[config.mk]
export PLATFORM = sky130hd
export DESIGN_NAME = expression_char_lexer
export DESIGN_NICKNAME = d
export VERILOG_FILES = /design/src/hw/rtl/ecl_pkg.sv /design/src/hw/rtl/ecl_front.sv /design/src/hw/rtl/ecl_queue.sv /design/src/hw/rtl/ecl_back.sv /design/src/hw/rtl/expression_char_lexer.sv
export SDC_FILE = /design/constraint.sdc
export NUM_CORES = 1
export LEC_CHECK = 0
export BUFFER_PORTS_ARGS = -buffer_cell sky130_fd_sc_hd__buf_2
export CORE_AREA = 8 8 161 163
export DETAILED_ROUTE_END_ITERATION = 7
export DIE_AREA = 0 0 169 171
export SLEW_MARGIN = 20
export SYNTH_ARGS = -nofsm -noshare
export SYNTH_HDL_FRONTEND = slang
export SYNTH_SLANG_ARGS = --single-unit
[constraint.sdc]
create_clock -name clk_i -period 16.5 [get_ports clk_i]
set_input_delay 3.3 -clock clk_i [delete_from_list [all_inputs] [get_ports clk_i]]
set_output_delay 3.3 -clock clk_i [all_outputs]
set_load 0.01 [all_outputs]
[src/hw/rtl/ecl_pkg.sv]
// Shared types and constants for the expression character lexer.
// No dependencies; imported by every lexer module.
`default_nettype none

package ecl_pkg;

  // Default bound on quote nesting inside a string literal.
  localparam int unsigned DefMaxQuoteDepth = 15;

  // Result bundles held between the lexer front and the output stage.
  localparam int unsigned QueueDepth = 2;
  localparam int unsigned MaxResults = 4;

  // Characters with a special role in the grammar.
  localparam logic [7:0] CharDollar     = 8'h24;
  localparam logic [7:0] CharUnderscore = 8'h5f;
  localparam logic [7:0] CharDot        = 8'h2e;
  localparam logic [7:0] CharEq         = 8'h3d;
  localparam logic [7:0] CharSquote     = 8'h27;
  localparam logic [7:0] CharDquote     = 8'h22;

  typedef enum logic [2:0] {
    KindId   = 3'd0,
    KindNum  = 3'd1,
    KindOp   = 3'd2,
    KindStr  = 3'd3,
    KindNone = 3'd4
  } tok_kind_e;

  typedef enum logic [1:0] {
    ErrNone         = 2'd0,
    ErrSecondDot    = 2'd1,
    ErrUnterminated = 2'd2,
    ErrNestOverflow = 2'd3
  } err_e;

  typedef enum logic [2:0] {
    ModeIdle     = 3'd0,
    ModeIdFirst  = 3'd1,
    ModeIdMore   = 3'd2,
    ModeNumFirst = 3'd3,
    ModeNumMore  = 3'd4,
    ModeOp       = 3'd5,
    ModeStr      = 3'd6
  } lex_mode_e;

  // One result item as it leaves the block.
  typedef struct packed {
    logic [7:0] tok_char;
    tok_kind_e  tok_kind;
    logic       tok_first;
    logic       tok_last;
    err_e       err_code;
    logic       line_done;
  } item_t;

  // All result items caused by one input character.
  typedef struct packed {
    item_t [MaxResults-1:0]          items;
    logic [$clog2(MaxResults)-1:0]   last_idx;
  } bundle_t;

  // A bundle with its valid flag, used on both sides of the queue.
  typedef struct packed {
    logic    valid;
    bundle_t bundle;
  } bundle_req_t;

endpackage

`default_nettype wire

[src/hw/rtl/ecl_front.sv]
// Lexer front: accepts characters, tracks token state, builds result bundles.
// Depends on ecl_pkg.
`default_nettype none

module ecl_front #(
  parameter int unsigned MaxQuoteDepth = ecl_pkg::DefMaxQuoteDepth
) (
  input  wire logic                clk_i,
  input  wire logic                rst_ni,
  input  wire logic                in_valid_i,
  output logic                     in_ready_o,
  input  wire logic [7:0]          ch_i,
  input  wire logic                line_end_i,
  input  wire logic                q_full_i,
  output ecl_pkg::bundle_req_t     push_o
);
  import ecl_pkg::*;

  localparam int unsigned DepthW = $clog2(MaxQuoteDepth + 1);
  localparam int unsigned NumW   = $clog2(MaxResults + 1);
  localparam int unsigned IdxW   = $clog2(MaxResults);

  function automatic logic is_digit(input logic [7:0] c);
    return c inside {[8'h30:8'h39]};
  endfunction

  function automatic logic is_id_start(input logic [7:0] c);
    return (c inside {[8'h41:8'h5a], [8'h61:8'h7a]}) || c == CharUnderscore ||
           c == CharDollar;
  endfunction

  // Characters that combine with a following '=' into one operator.
  function automatic logic is_eq_op(input logic [7:0] c);
    return c inside {8'h2b, 8'h2d, 8'h2a, 8'h2f, 8'h25, 8'h5e,
                     8'h7c, 8'h26, 8'h3d, 8'h3c, 8'h3e, 8'h21};
  endfunction

  function automatic logic is_op(input logic [7:0] c);
    return is_eq_op(c) || (c inside {8'h7e, 8'h3b, 8'h2c, 8'h2e, 8'h28, 8'h29,
                                     8'h5b, 8'h5d, 8'h7b, 8'h7d});
  endfunction

  function automatic item_t mk_item(input logic [7:0] c, input tok_kind_e k,
                                    input logic first, input logic last,
                                    input err_e err);
    item_t it;
    it.tok_char  = c;
    it.tok_kind  = k;
    it.tok_first = first;
    it.tok_last  = last;
    it.err_code  = err;
    it.line_done = 1'b0;
    return it;
  endfunction

  lex_mode_e         mode_q, mode_d;
  logic [7:0]        held0_q, held0_d, held1_q, held1_d;
  logic [1:0]        cnt_q, cnt_d;
  logic              dot_q, dot_d;
  logic [DepthW-1:0] depth_q, depth_d;
  logic              oq_q, oq_d;
  logic              skip_q, skip_d;

  logic              accept;
  item_t [MaxResults-1:0] items;
  logic [NumW-1:0]   n;
  logic              do_start;
  logic              is_id;
  logic              first_f;
  tok_kind_e         kind;
  logic [7:0]        close_ch;

  assign in_ready_o = !q_full_i;
  assign accept     = in_valid_i && in_ready_o;

  // Next token state and the result items for the current character.
  always_comb begin
    mode_d   = mode_q;
    held0_d  = held0_q;
    held1_d  = held1_q;
    cnt_d    = cnt_q;
    dot_d    = dot_q;
    depth_d  = depth_q;
    oq_d     = oq_q;
    skip_d   = skip_q;
    items    = '0;
    n        = '0;
    do_start = 1'b0;
    is_id    = (mode_q == ModeIdFirst) || (mode_q == ModeIdMore);
    first_f  = (mode_q == ModeIdFirst) || (mode_q == ModeNumFirst);
    kind     = is_id ? KindId : KindNum;
    close_ch = oq_q ? CharDquote : CharSquote;

    if (!skip_q) begin
      case (mode_q)
        ModeIdFirst, ModeIdMore, ModeNumFirst, ModeNumMore: begin
          if (!is_id && ch_i == CharDot && dot_q) begin
            items[n[IdxW-1:0]] = mk_item(8'd0, KindNone, 1'b0, 1'b0, ErrSecondDot);
            n = n + 1'b1;
            mode_d = ModeIdle;
            cnt_d  = 2'd0;
            skip_d = 1'b1;
          end else if (is_digit(ch_i) || (is_id && is_id_start(ch_i)) ||
                       (!is_id && ch_i == CharDot)) begin
            if (ch_i == CharDot) begin
              dot_d = 1'b1;
            end
            items[n[IdxW-1:0]] = mk_item(held0_q, kind, first_f, 1'b0, ErrNone);
            n = n + 1'b1;
            held0_d = ch_i;
            mode_d  = is_id ? ModeIdMore : ModeNumMore;
          end else begin
            items[n[IdxW-1:0]] = mk_item(held0_q, kind, first_f, 1'b1, ErrNone);
            n = n + 1'b1;
            mode_d   = ModeIdle;
            cnt_d    = 2'd0;
            do_start = 1'b1;
          end
        end
        ModeOp: begin
          if (cnt_q == 2'd2) begin
            // A held shift pair closes here, taking a trailing '=' with it.
            items[n[IdxW-1:0]] = mk_item(held0_q, KindOp, 1'b1, 1'b0, ErrNone);
            n = n + 1'b1;
            mode_d = ModeIdle;
            cnt_d  = 2'd0;
            if (ch_i == CharEq) begin
              items[n[IdxW-1:0]] = mk_item(held1_q, KindOp, 1'b0, 1'b0, ErrNone);
              n = n + 1'b1;
              items[n[IdxW-1:0]] = mk_item(ch_i, KindOp, 1'b0, 1'b1, ErrNone);
              n = n + 1'b1;
            end else begin
              items[n[IdxW-1:0]] = mk_item(held1_q, KindOp, 1'b0, 1'b1, ErrNone);
              n = n + 1'b1;
              do_start = 1'b1;
            end
          end else if (is_eq_op(held0_q) && ch_i == CharEq) begin
            items[n[IdxW-1:0]] = mk_item(held0_q, KindOp, 1'b1, 1'b0, ErrNone);
            n = n + 1'b1;
            items[n[IdxW-1:0]] = mk_item(ch_i, KindOp, 1'b0, 1'b1, ErrNone);
            n = n + 1'b1;
            mode_d = ModeIdle;
            cnt_d  = 2'd0;
          end else if ((held0_q inside {8'h3c, 8'h3e}) && ch_i == held0_q) begin
            held1_d = ch_i;
            cnt_d   = 2'd2;
          end else if ((held0_q inside {8'h2b, 8'h2d, 8'h26, 8'h7c}) &&
                       ch_i == held0_q) begin
            items[n[IdxW-1:0]] = mk_item(held0_q, KindOp, 1'b1, 1'b0, ErrNone);
            n = n + 1'b1;
            items[n[IdxW-1:0]] = mk_item(ch_i, KindOp, 1'b0, 1'b1, ErrNone);
            n = n + 1'b1;
            mode_d = ModeIdle;
            cnt_d  = 2'd0;
          end else begin
            items[n[IdxW-1:0]] = mk_item(held0_q, KindOp, 1'b1, 1'b1, ErrNone);
            n = n + 1'b1;
            mode_d   = ModeIdle;
            cnt_d    = 2'd0;
            do_start = 1'b1;
          end
        end
        ModeStr: begin
          if (ch_i == close_ch) begin
            depth_d = depth_q - 1'b1;
            oq_d    = !oq_q;
            if (depth_q == DepthW'(1)) begin
              items[n[IdxW-1:0]] = mk_item(ch_i, KindStr, 1'b0, 1'b1, ErrNone);
              n = n + 1'b1;
              mode_d = ModeIdle;
              cnt_d  = 2'd0;
            end else begin
              items[n[IdxW-1:0]] = mk_item(ch_i, KindStr, 1'b0, 1'b0, ErrNone);
              n = n + 1'b1;
            end
          end else if (ch_i == CharSquote || ch_i == CharDquote) begin
            if (depth_q >= DepthW'(MaxQuoteDepth)) begin
              items[n[IdxW-1:0]] = mk_item(8'd0, KindNone, 1'b0, 1'b0, ErrNestOverflow);
              n = n + 1'b1;
              mode_d = ModeIdle;
              cnt_d  = 2'd0;
              skip_d = 1'b1;
            end else begin
              depth_d = depth_q + 1'b1;
              oq_d    = !oq_q;
              items[n[IdxW-1:0]] = mk_item(ch_i, KindStr, 1'b0, 1'b0, ErrNone);
              n = n + 1'b1;
            end
          end else begin
            items[n[IdxW-1:0]] = mk_item(ch_i, KindStr, 1'b0, 1'b0, ErrNone);
            n = n + 1'b1;
          end
        end
        default: begin
          mode_d   = ModeIdle;
          cnt_d    = 2'd0;
          do_start = 1'b1;
        end
      endcase

      // Open a new token with the current character.
      if (do_start) begin
        if (is_id_start(ch_i)) begin
          held0_d = ch_i;
          cnt_d   = 2'd1;
          mode_d  = ModeIdFirst;
        end else if (is_digit(ch_i)) begin
          held0_d = ch_i;
          cnt_d   = 2'd1;
          mode_d  = ModeNumFirst;
          dot_d   = 1'b0;
        end else if (is_op(ch_i)) begin
          held0_d = ch_i;
          cnt_d   = 2'd1;
          mode_d  = ModeOp;
        end else if (ch_i == CharSquote || ch_i == CharDquote) begin
          items[n[IdxW-1:0]] = mk_item(ch_i, KindStr, 1'b1, 1'b0, ErrNone);
          n = n + 1'b1;
          mode_d  = ModeStr;
          depth_d = DepthW'(1);
          oq_d    = (ch_i == CharDquote);
        end
      end

      // At line end, close whatever token is still pending.
      if (line_end_i && !skip_d) begin
        case (mode_d)
          ModeIdFirst, ModeIdMore: begin
            items[n[IdxW-1:0]] = mk_item(held0_d, KindId, mode_d == ModeIdFirst, 1'b1,
                                         ErrNone);
            n = n + 1'b1;
          end
          ModeNumFirst, ModeNumMore: begin
            items[n[IdxW-1:0]] = mk_item(held0_d, KindNum, mode_d == ModeNumFirst, 1'b1,
                                         ErrNone);
            n = n + 1'b1;
          end
          ModeOp: begin
            if (cnt_d == 2'd2) begin
              items[n[IdxW-1:0]] = mk_item(held0_d, KindOp, 1'b1, 1'b0, ErrNone);
              n = n + 1'b1;
              items[n[IdxW-1:0]] = mk_item(held1_d, KindOp, 1'b0, 1'b1, ErrNone);
              n = n + 1'b1;
            end else begin
              items[n[IdxW-1:0]] = mk_item(held0_d, KindOp, 1'b1, 1'b1, ErrNone);
              n = n + 1'b1;
            end
          end
          ModeStr: begin
            items[n[IdxW-1:0]] = mk_item(8'd0, KindNone, 1'b0, 1'b0, ErrUnterminated);
            n = n + 1'b1;
          end
          default: begin
          end
        endcase
      end
    end

    // Line end: mark the final item and return to the reset state.
    if (line_end_i) begin
      if (n == '0) begin
        items[0] = mk_item(8'd0, KindNone, 1'b0, 1'b0, ErrNone);
        n = NumW'(1);
      end
      items[IdxW'(n - 1'b1)].line_done = 1'b1;
      mode_d  = ModeIdle;
      held0_d = 8'd0;
      held1_d = 8'd0;
      cnt_d   = 2'd0;
      dot_d   = 1'b0;
      depth_d = '0;
      oq_d    = 1'b0;
      skip_d  = 1'b0;
    end
  end

  // Push only characters that caused at least one result.
  always_comb begin
    push_o.valid           = accept && (n != '0);
    push_o.bundle.items    = items;
    push_o.bundle.last_idx = IdxW'(n - 1'b1);
  end

  // Mode and control state.
  always_ff @(posedge clk_i or negedge rst_ni) begin
    if (!rst_ni) begin
      mode_q  <= ModeIdle;
      cnt_q   <= 2'd0;
      dot_q   <= 1'b0;
      depth_q <= '0;
      oq_q    <= 1'b0;
      skip_q  <= 1'b0;
    end else if (accept) begin
      mode_q  <= mode_d;
      cnt_q   <= cnt_d;
      dot_q   <= dot_d;
      depth_q <= depth_d;
      oq_q    <= oq_d;
      skip_q  <= skip_d;
    end
  end

  // Held lookahead characters.
  always_ff @(posedge clk_i) begin
    if (accept) begin
      held0_q <= held0_d;
      held1_q <= held1_d;
    end
  end

endmodule

`default_nettype wire

[src/hw/rtl/ecl_queue.sv]
// Short queue of result bundles between the lexer front and the output stage.
// Depends on ecl_pkg.
`default_nettype none

module ecl_queue (
  input  wire logic                 clk_i,
  input  wire logic                 rst_ni,
  input  wire ecl_pkg::bundle_req_t push_i,
  output logic                      full_o,
  output ecl_pkg::bundle_req_t      head_o,
  input  wire logic                 pop_i
);
  import ecl_pkg::*;

  localparam int unsigned PtrW = (QueueDepth > 1) ? $clog2(QueueDepth) : 1;
  localparam int unsigned CntW = $clog2(QueueDepth + 1);

  bundle_t         mem_q [QueueDepth];
  logic [PtrW-1:0] wr_ptr_q, wr_ptr_d, rd_ptr_q, rd_ptr_d;
  logic [CntW-1:0] cnt_q, cnt_d;
  logic            do_push, do_pop;

  assign full_o       = (cnt_q == CntW'(QueueDepth));
  assign do_push      = push_i.valid && !full_o;
  assign do_pop       = pop_i && (cnt_q != '0);
  assign head_o.valid = (cnt_q != '0);
  assign head_o.bundle = mem_q[rd_ptr_q];

  // Pointer and fill count updates.
  always_comb begin
    wr_ptr_d = wr_ptr_q;
    rd_ptr_d = rd_ptr_q;
    cnt_d    = cnt_q;
    if (do_push) begin
      wr_ptr_d = (wr_ptr_q == PtrW'(QueueDepth - 1)) ? '0 : wr_ptr_q + 1'b1;
    end
    if (do_pop) begin
      rd_ptr_d = (rd_ptr_q == PtrW'(QueueDepth - 1)) ? '0 : rd_ptr_q + 1'b1;
    end
    if (do_push && !do_pop) begin
      cnt_d = cnt_q + 1'b1;
    end else if (do_pop && !do_push) begin
      cnt_d = cnt_q - 1'b1;
    end
  end

  always_ff @(posedge clk_i or negedge rst_ni) begin
    if (!rst_ni) begin
      wr_ptr_q <= '0;
      rd_ptr_q <= '0;
      cnt_q    <= '0;
    end else begin
      wr_ptr_q <= wr_ptr_d;
      rd_ptr_q <= rd_ptr_d;
      cnt_q    <= cnt_d;
    end
  end

  // Bundle storage.
  always_ff @(posedge clk_i) begin
    if (do_push) begin
      mem_q[wr_ptr_q] <= push_i.bundle;
    end
  end

endmodule

`default_nettype wire

[src/hw/rtl/ecl_back.sv]
// Output stage: walks each queued bundle, one item per cycle unless stalled.
// Depends on ecl_pkg.
`default_nettype none

module ecl_back (
  input  wire logic                 clk_i,
  input  wire logic                 rst_ni,
  input  wire ecl_pkg::bundle_req_t head_i,
  output logic                      pop_o,
  output logic                      out_valid_o,
  input  wire logic                 out_ready_i,
  output ecl_pkg::item_t            item_o
);
  import ecl_pkg::*;

  localparam int unsigned IdxW = $clog2(MaxResults);

  logic [IdxW-1:0] idx_q, idx_d;
  logic            valid_q, valid_d;
  item_t           item_q;
  logic            load;

  // Load the next item whenever the output register is free or being drained.
  assign load  = head_i.valid && (!valid_q || out_ready_i);
  assign pop_o = load && (idx_q == head_i.bundle.last_idx);

  always_comb begin
    idx_d   = idx_q;
    valid_d = valid_q;
    if (load) begin
      valid_d = 1'b1;
      idx_d   = pop_o ? '0 : idx_q + 1'b1;
    end else if (out_ready_i) begin
      valid_d = 1'b0;
    end
  end

  always_ff @(posedge clk_i or negedge rst_ni) begin
    if (!rst_ni) begin
      idx_q   <= '0;
      valid_q <= 1'b0;
    end else begin
      idx_q   <= idx_d;
      valid_q <= valid_d;
    end
  end

  // Output payload register.
  always_ff @(posedge clk_i) begin
    if (load) begin
      item_q <= head_i.bundle.items[idx_q];
    end
  end

  assign out_valid_o = valid_q;
  assign item_o      = item_q;

endmodule

`default_nettype wire

[src/hw/rtl/expression_char_lexer.sv]
// Top level of the expression character lexer: front, bundle queue, output stage.
// Depends on ecl_pkg, ecl_front, ecl_queue and ecl_back.
//
//   Channel  Direction  Handshake                 Payload
//   input    in         in_valid_i / in_ready_o   ch_i, line_end_i
//   result   out        out_valid_o / out_ready_i tok_char_o, tok_kind_o, tok_first_o,
//                                                 tok_last_o, err_code_o, line_done_o
//
// The front takes one character per cycle while the queue is not full and turns it
// into zero to four results. The output register shows one result per cycle while
// the consumer keeps out_ready_i high; each result is loaded from the queue head into
// that register. A two-bundle queue lets the front keep accepting while results wait.
// Reset clears the mode and control state and empties the queue; held characters are not reset.
`default_nettype none

module expression_char_lexer #(
  parameter int unsigned MaxQuoteDepth = ecl_pkg::DefMaxQuoteDepth
) (
  input  wire logic       clk_i,
  input  wire logic       rst_ni,
  input  wire logic       in_valid_i,
  output logic            in_ready_o,
  input  wire logic [7:0] ch_i,
  input  wire logic       line_end_i,
  output logic            out_valid_o,
  input  wire logic       out_ready_i,
  output logic [7:0]      tok_char_o,
  output logic [2:0]      tok_kind_o,
  output logic            tok_first_o,
  output logic            tok_last_o,
  output logic [1:0]      err_code_o,
  output logic            line_done_o
);
  import ecl_pkg::*;

  bundle_req_t push, head;
  logic        q_full, pop;
  item_t       item;

  ecl_front #(
    .MaxQuoteDepth(MaxQuoteDepth)
  ) u_front (
    .clk_i      (clk_i),
    .rst_ni     (rst_ni),
    .in_valid_i (in_valid_i),
    .in_ready_o (in_ready_o),
    .ch_i       (ch_i),
    .line_end_i (line_end_i),
    .q_full_i   (q_full),
    .push_o     (push)
  );

  ecl_queue u_queue (
    .clk_i  (clk_i),
    .rst_ni (rst_ni),
    .push_i (push),
    .full_o (q_full),
    .head_o (head),
    .pop_i  (pop)
  );

  ecl_back u_back (
    .clk_i       (clk_i),
    .rst_ni      (rst_ni),
    .head_i      (head),
    .pop_o       (pop),
    .out_valid_o (out_valid_o),
    .out_ready_i (out_ready_i),
    .item_o      (item)
  );

  assign tok_char_o  = item.tok_char;
  assign tok_kind_o  = item.tok_kind;
  assign tok_first_o = item.tok_first;
  assign tok_last_o  = item.tok_last;
  assign err_code_o  = item.err_code;
  assign line_done_o = item.line_done;

endmodule

`default_nettype wire

* Word-level counts from Yosys, hierarchy flattened *
Memories as Yosys holds them, arrays and structs flattened.
Index checks and enable logic that the tools add are counted.
W data, S select, Z words.

word-level totals
  bits of input ports = 13
  output and inout port bits = 18
  word-level logic and storage cells = 342
  memories kept = 1
  flip-flop bits (word level) = 51
  RAM bits = 132

cells by class
  magnitude comparators = 16
  add/sub/neg operators = 12
  reduce and logical (&&, ||, !) cells = 55
  bitwise logic cells = 3
  equality and inequality tests = 58
  mux-type cells = 178

memory list
  name           words  width  read ports  clocked after Yosys merged registers in  wr ports  line             source
  u_queue.mem_q  2      66     1           0                                        1         ecl_queue.sv:18  bundle_t mem_q [QueueDepth];

operators by type and width
  operator              number
  $mux W64              10
  $bwmux W64            7
  $pmux W64 S4          1
  $eq A8 B6 Y1 const B  28
  $mux W16              14
  $mux W32              5
  $demux W16 S2         4
  $mux W8               15
  $mux W3               34
  $eq A8 B7 Y1 const B  10
  $mux W4               15
  $and A56 B56 Y56      1
  $not A56 Y56          1
  $pmux W16 S3          1
  $mux W1               44
  $mux W2               21
  $bmux W16 S2          1
  $reduce_bool A12 Y1   2
  $logic_and A1 B1 Y1   22
  $eq A3 B3 Y1 const B  6
  $ge A8 B7 Y1 const B  2
  $le A8 B7 Y1 const B  2
  $lt A2 B3 Y1 const B  5
  $eq A3 B2 Y1 const B  4
  34 further kinds      67

* Longest topological paths before layout *
  depth after elaboration = 33
  depth in mapped cells = 26
  mapped depth without buffers = 23

* Modules after synthesis *
A second synthesis with hierarchy kept.

second synthesis, totals
  cell total of the unflattened synthesis = 929
  area total of the unflattened synthesis = 10936.7 um^2

by module, submodules not included
  module     seq. area each (um^2)  times used  area each (um^2)  cells each
  ecl_queue  4063.9                 1           5073.6            224
  ecl_front  780.7                  1           4780.8            652
  ecl_back   555.5                  1           1082.3            53

* Least setup slack after synthesis *
No wires, ideal clock.

  path type = input to register
  start point = input ch_i[6]
  end point = memory u_queue.mem_q[0][0] (netlist name), enable pin
  buffers on the path = 2
  path slack = 5.807 ns
  setup time = 0.485 ns
  data required time = 16.015 ns
  stages = 21
  arrival time = 10.208 ns
  cell sequence = buf_2 -> nor3b_4 -> nand4_1 -> o311ai_4 -> nor3_2 -> o31ai_2 -> ha_1 -> mux2i_1 -> inv_1 -> ha_1 -> clkbuf_1 -> inv_1 -> ha_1 -> xnor2_1 -> mux2_2 -> or2_4 -> nand3_1 -> nor2b_1 -> ha_1 -> a21oi_4 -> nor2b_1

between the ends
  word-level cells in the longest chain between the ends = 31
  elaborated cells on any way between the ends = 132
  those cells by class = 3 x add/sub; 6 x order compare; 35 x eq/ne; 63 x mux; 25 x reduce/logical

ends and longest elaborated chain
  what                                                    line                         source
  start: declaration                                      expression_char_lexer.sv:23  input wire logic [7:0] ch_i,
  branches (longest 20 deep; another with $add A3 B1 Y3)  --
  $mux W3 *                                               ecl_front.sv:226             if (line_end_i && !skip_d) begin
  $mux W3 *                                               ecl_front.sv:94              if (!skip_q) begin
  $logic_not A3 Y1                                        ecl_front.sv:261             if (n == '0) begin
  $mux W3                                                 ecl_front.sv:261
  $mux W3                                                 ecl_front.sv:260             if (line_end_i) begin
  $mux W3 *                                               ecl_front.sv:260
  $reduce_bool A3 Y1 *                                    ecl_front.sv:279             push_o.valid = accept && (n != '0);
  $logic_and A1 B1 Y1 *                                   ecl_front.sv:279
  $logic_and A1 B1 Y1 *                                   ecl_queue.sv:24              assign do_push = push_i.valid && !full_o;
  named net u_queue.do_push                               ecl_queue.sv:21              logic do_push, do_pop;
  $mux W1 *                                               ecl_queue.sv:61              if (do_push) begin
  $mux W1 (not written as such) *                         ecl_queue.sv:62              mem_q[wr_ptr_q] <= push_i.bundle;
  end: declaration                                        ecl_queue.sv:18

Mark *: on every way through the listed nets, which the timed path passes. The select of a mux whose other input is x is not followed.

* Final worst setup path *
  start point = input ch_i[1]
  end point = memory u_queue.mem_q[1][16] (netlist name), enable pin

The elaborated chain is that of the path after synthesis.

==> impl_metrics.ini <==
[worst_setup_path]
r2r_end = u_queue.mem_q[1][16]$_DFFE_PP_
crit_path_top_delay_cell = buf_4
cpMostUsedCell = ha_1
cp.required_ns = 16.54
start_kind = primary input
reg2reg_from = u_front.held0_q[1]$_SDFFCE_PP0P_
critical_path_class = in -> reg
path_cells = buf_2 -> xor2_1 -> nor4_1 -> nand4_1 -> nand2_1 -> nor3_2 -> o31ai_2 -> ha_1 -> mux2i_1 -> inv_1 -> ha_1 -> inv_1 -> ha_1 -> xnor2_1 -> mux2_2 -> or2_4 -> nand3_1 -> nor2b_1 -> ha_1 -> a21oi_4 -> and2_2 -> buf_4
worstRegToRegCells = 21
reg2reg_slack_ns = 9.93
slowest_delay_ns = 0.58
critPathMaxFanout = 60
endpoint_kind = register
worst-endpoint-arrival_ns = 9.15

[grt]
grt_pass1_vias = 6823
antenna_found_initial = 0
grtUsageTotal_pct = 18.3
overflow = 0
grt_pass1_wl_um = 40700
grt_max_degree = 61

[layout]
fin_cells = 1204
multiInputGateArea_sq_um = 4470
synthToLayoutAreaGrowth_pct = 9.63
nets = 902
seqCellArea_sq_um = 5040
diodes = 0
fin_area_sq_um = 10800
fillers = 2183
drive_gt1_share_pct = 17.3
fin_util_pct = 46.4

[placed_design]
postPlaceCellArea_sq_um = 10200
io_buffers = 30
hpwl_um = 19200
dp.cells = 1172
place.gp.congestion = 0.999

[clocking]
clk_pin_slew_ns = 0.07
cts_root_buf = clkbuf_16
numClockSinks = 171
cts.path.max_buffers = 2
cts_tree = built
cts_made_buffers = 17
post_cts_buffers = 0
cts_hold_buf = 0
clock_latency_ns = 0.42
htree_num_levels = 4
cts_resized = 0

[synthesis]
synth_common_cells = edfxtp_1 (152), nand2_1 (112), nor2_1 (55)
synth.top_cell.area_share_pct = 46.4
netlist_area_sq_um = 9840
ys.flop_type = edfxtp_1
synthDistinctLibCells = 95
synth_area_leaders = edfxtp_1 (46%), mux4_2 (6.6%), dfrtp_1 (4.8%)
avgSynthCellArea_sq_um = 11.4
ys_ff_latch = 171
synth_edf_count = 152
synthCells = 860
ys_warn_count = 0
synthArstFlopShare_pct = 11.1
yosysSeqAreaShare_pct = 51.2
synth_most_common_cell = edfxtp_1
yosys.area.top_type = edfxtp_1

[die]
pin_count = 31
dieArea_sq_um = 28900
coreArea_sq_um = 23300
die_w_um = 169
die_h_um = 171
rows = 56
start_util_pct = 42.3

[detailed_routing]
initialDrtViolationCount = 722
drc = 0
vias_per_cell = 5.95
avgRoutedWirePerCell_um = 21.9
detail-route-antenna-nets = 0
dr.pass1.iters = 5
num_vias = 7166
routed_wl_um = 26400

[sta]
period_minus_slack_ns = 9.10
setup_tns_ns = 0
finalSetupViolCount = 0
finalCritPeriodShare_pct = 55.2
hold_viol = 0
clock_skew_ns = 0.0122
rsz0062_at_grt = no
fmax_mhz = 110
worst_pin_slew_ns = 0.971
holdWs_ns = 0.502
max_slew_margin_pct = 35.3
slew_viol_final = 0

[min_path]
min_from = u_back.out_valid_o$_DFFE_PN0P_
hp-class = reg -> reg
holdPathEnd = u_back.out_valid_o$_DFFE_PN0P_
holdPathStages = 2

[power]
ir_drop_mv = 0.0663
p_leak_uw = 0.00395
p_per_area_nw_per_um2 = 149

[run]
maxCapViolations = 0

[status]
status = complete, no violations
stage by stage:
stage | setup slack [ns] | power [uW]
finish | 7.40 | 1610
global route | 7.04 | 1700
CTS | 7.58 | 1620
detailed placement | 7.15 | 1230
global placement | 7.29 | 1240
floorplan | 5.81 | 1080
cell type report:
class | count | area share [%]
Clock buffer | 18 | 3.98
Clock inverter | 14 | 1.39
Inverter | 25 | 0.869
Multi-Input combinational cell | 619 | 41.4
Sequential cell | 171 | 46.7
Tap cell | 319 | 3.70
Timing Repair Buffer | 38 | 1.95
per-layer routing:
layer	part of all wire [%]	track usage (%)	routed length, um
met5	0	0	0
met3	6.8	3.25	1780
met2	45	28.0	11900
met4	2.8	6.73	739
met1	46	25.7	12000
how the worst max path moves through the flow:
stage	cells past startpoint	startpoint	endpoint
finish	22	ch_i[1]	u_queue.mem_q[1][16]$_DFFE_PP_
global route	22	ch_i[1]	u_queue.mem_q[0][28]$_DFFE_PP_
CTS	22	ch_i[1]	u_queue.mem_q[0][27]$_DFFE_PP_
detailed placement	22	ch_i[1]	u_queue.mem_q[0][27]$_DFFE_PP_
global placement	22	ch_i[1]	u_queue.mem_q[0][28]$_DFFE_PP_
floorplan	21	ch_i[6]	u_queue.mem_q[0][0]$_DFFE_PP_
power breakdown:
| group | switching, uW | total, uW | internal (uW) |
|---|---|---|---|
| registers | 50.6 | 666 | 616 |
| logic | 340 | 555 | 215 |
| clock network | 177 | 391 | 214 |
sequential cells by signal, indices dropped and copies added, names as in the netlist, 3 cells and up:
register	cells
u_front.mode_q	3
u_queue.mem_q	120
u_front.held0_q	8
u_front.held1_q	8
u_front.depth_q	4
u_back.item_o	16
cells by family after synthesis:
family | after synthesis | synth area share [%]
compound gates | 224 | 16.2
buf+inv | 73 | 3.61
fa+ha+maj | 17 | 2.16
flops | 171 | 51.2
simple gates | 299 | 15.6
other cells | 1 | 0.0381
mux | 53 | 9.16
xor+xnor | 22 | 2.03
critical path, delay by kind of cell:
family / cells / cell delay, ns
AND/OR/NAND/NOR: 8 / 1.73
buffers and inverters: 4 / 1.27
adder cells (fa/ha/maj): 4 / 1.24
multiplexers: 2 / 0.64
AO/OA/AOI/OAI: 2 / 0.61
XOR/XNOR: 2 / 0.27
layout by cell type, fill, tap and decap left out, drive strengths merged, types with 10 or more instances in the layout:
cell / Yosys / layout
o211ai: 10 / 10
a21oi: 54 / 54
xor2: 14 / 14
nor3: 16 / 16
nand3: 19 / 19
nor2: 61 / 61
nand2: 113 / 113
a31oi: 15 / 15
mux2i: 17 / 17
mux4: 29 / 29
nand2b: 11 / 11
o22ai: 15 / 15
edfxtp: 152 / 152
clkbuf: 24 / 18
ha: 17 / 17
buf: 24 / 38
and3: 13 / 13
and2: 12 / 12
o21ai: 48 / 48
dfrtp: 19 / 19
inv: 24 / 32
nor4: 10 / 10
a22oi: 10 / 10
Note: power is estimated with default switching activity, not from simulation.
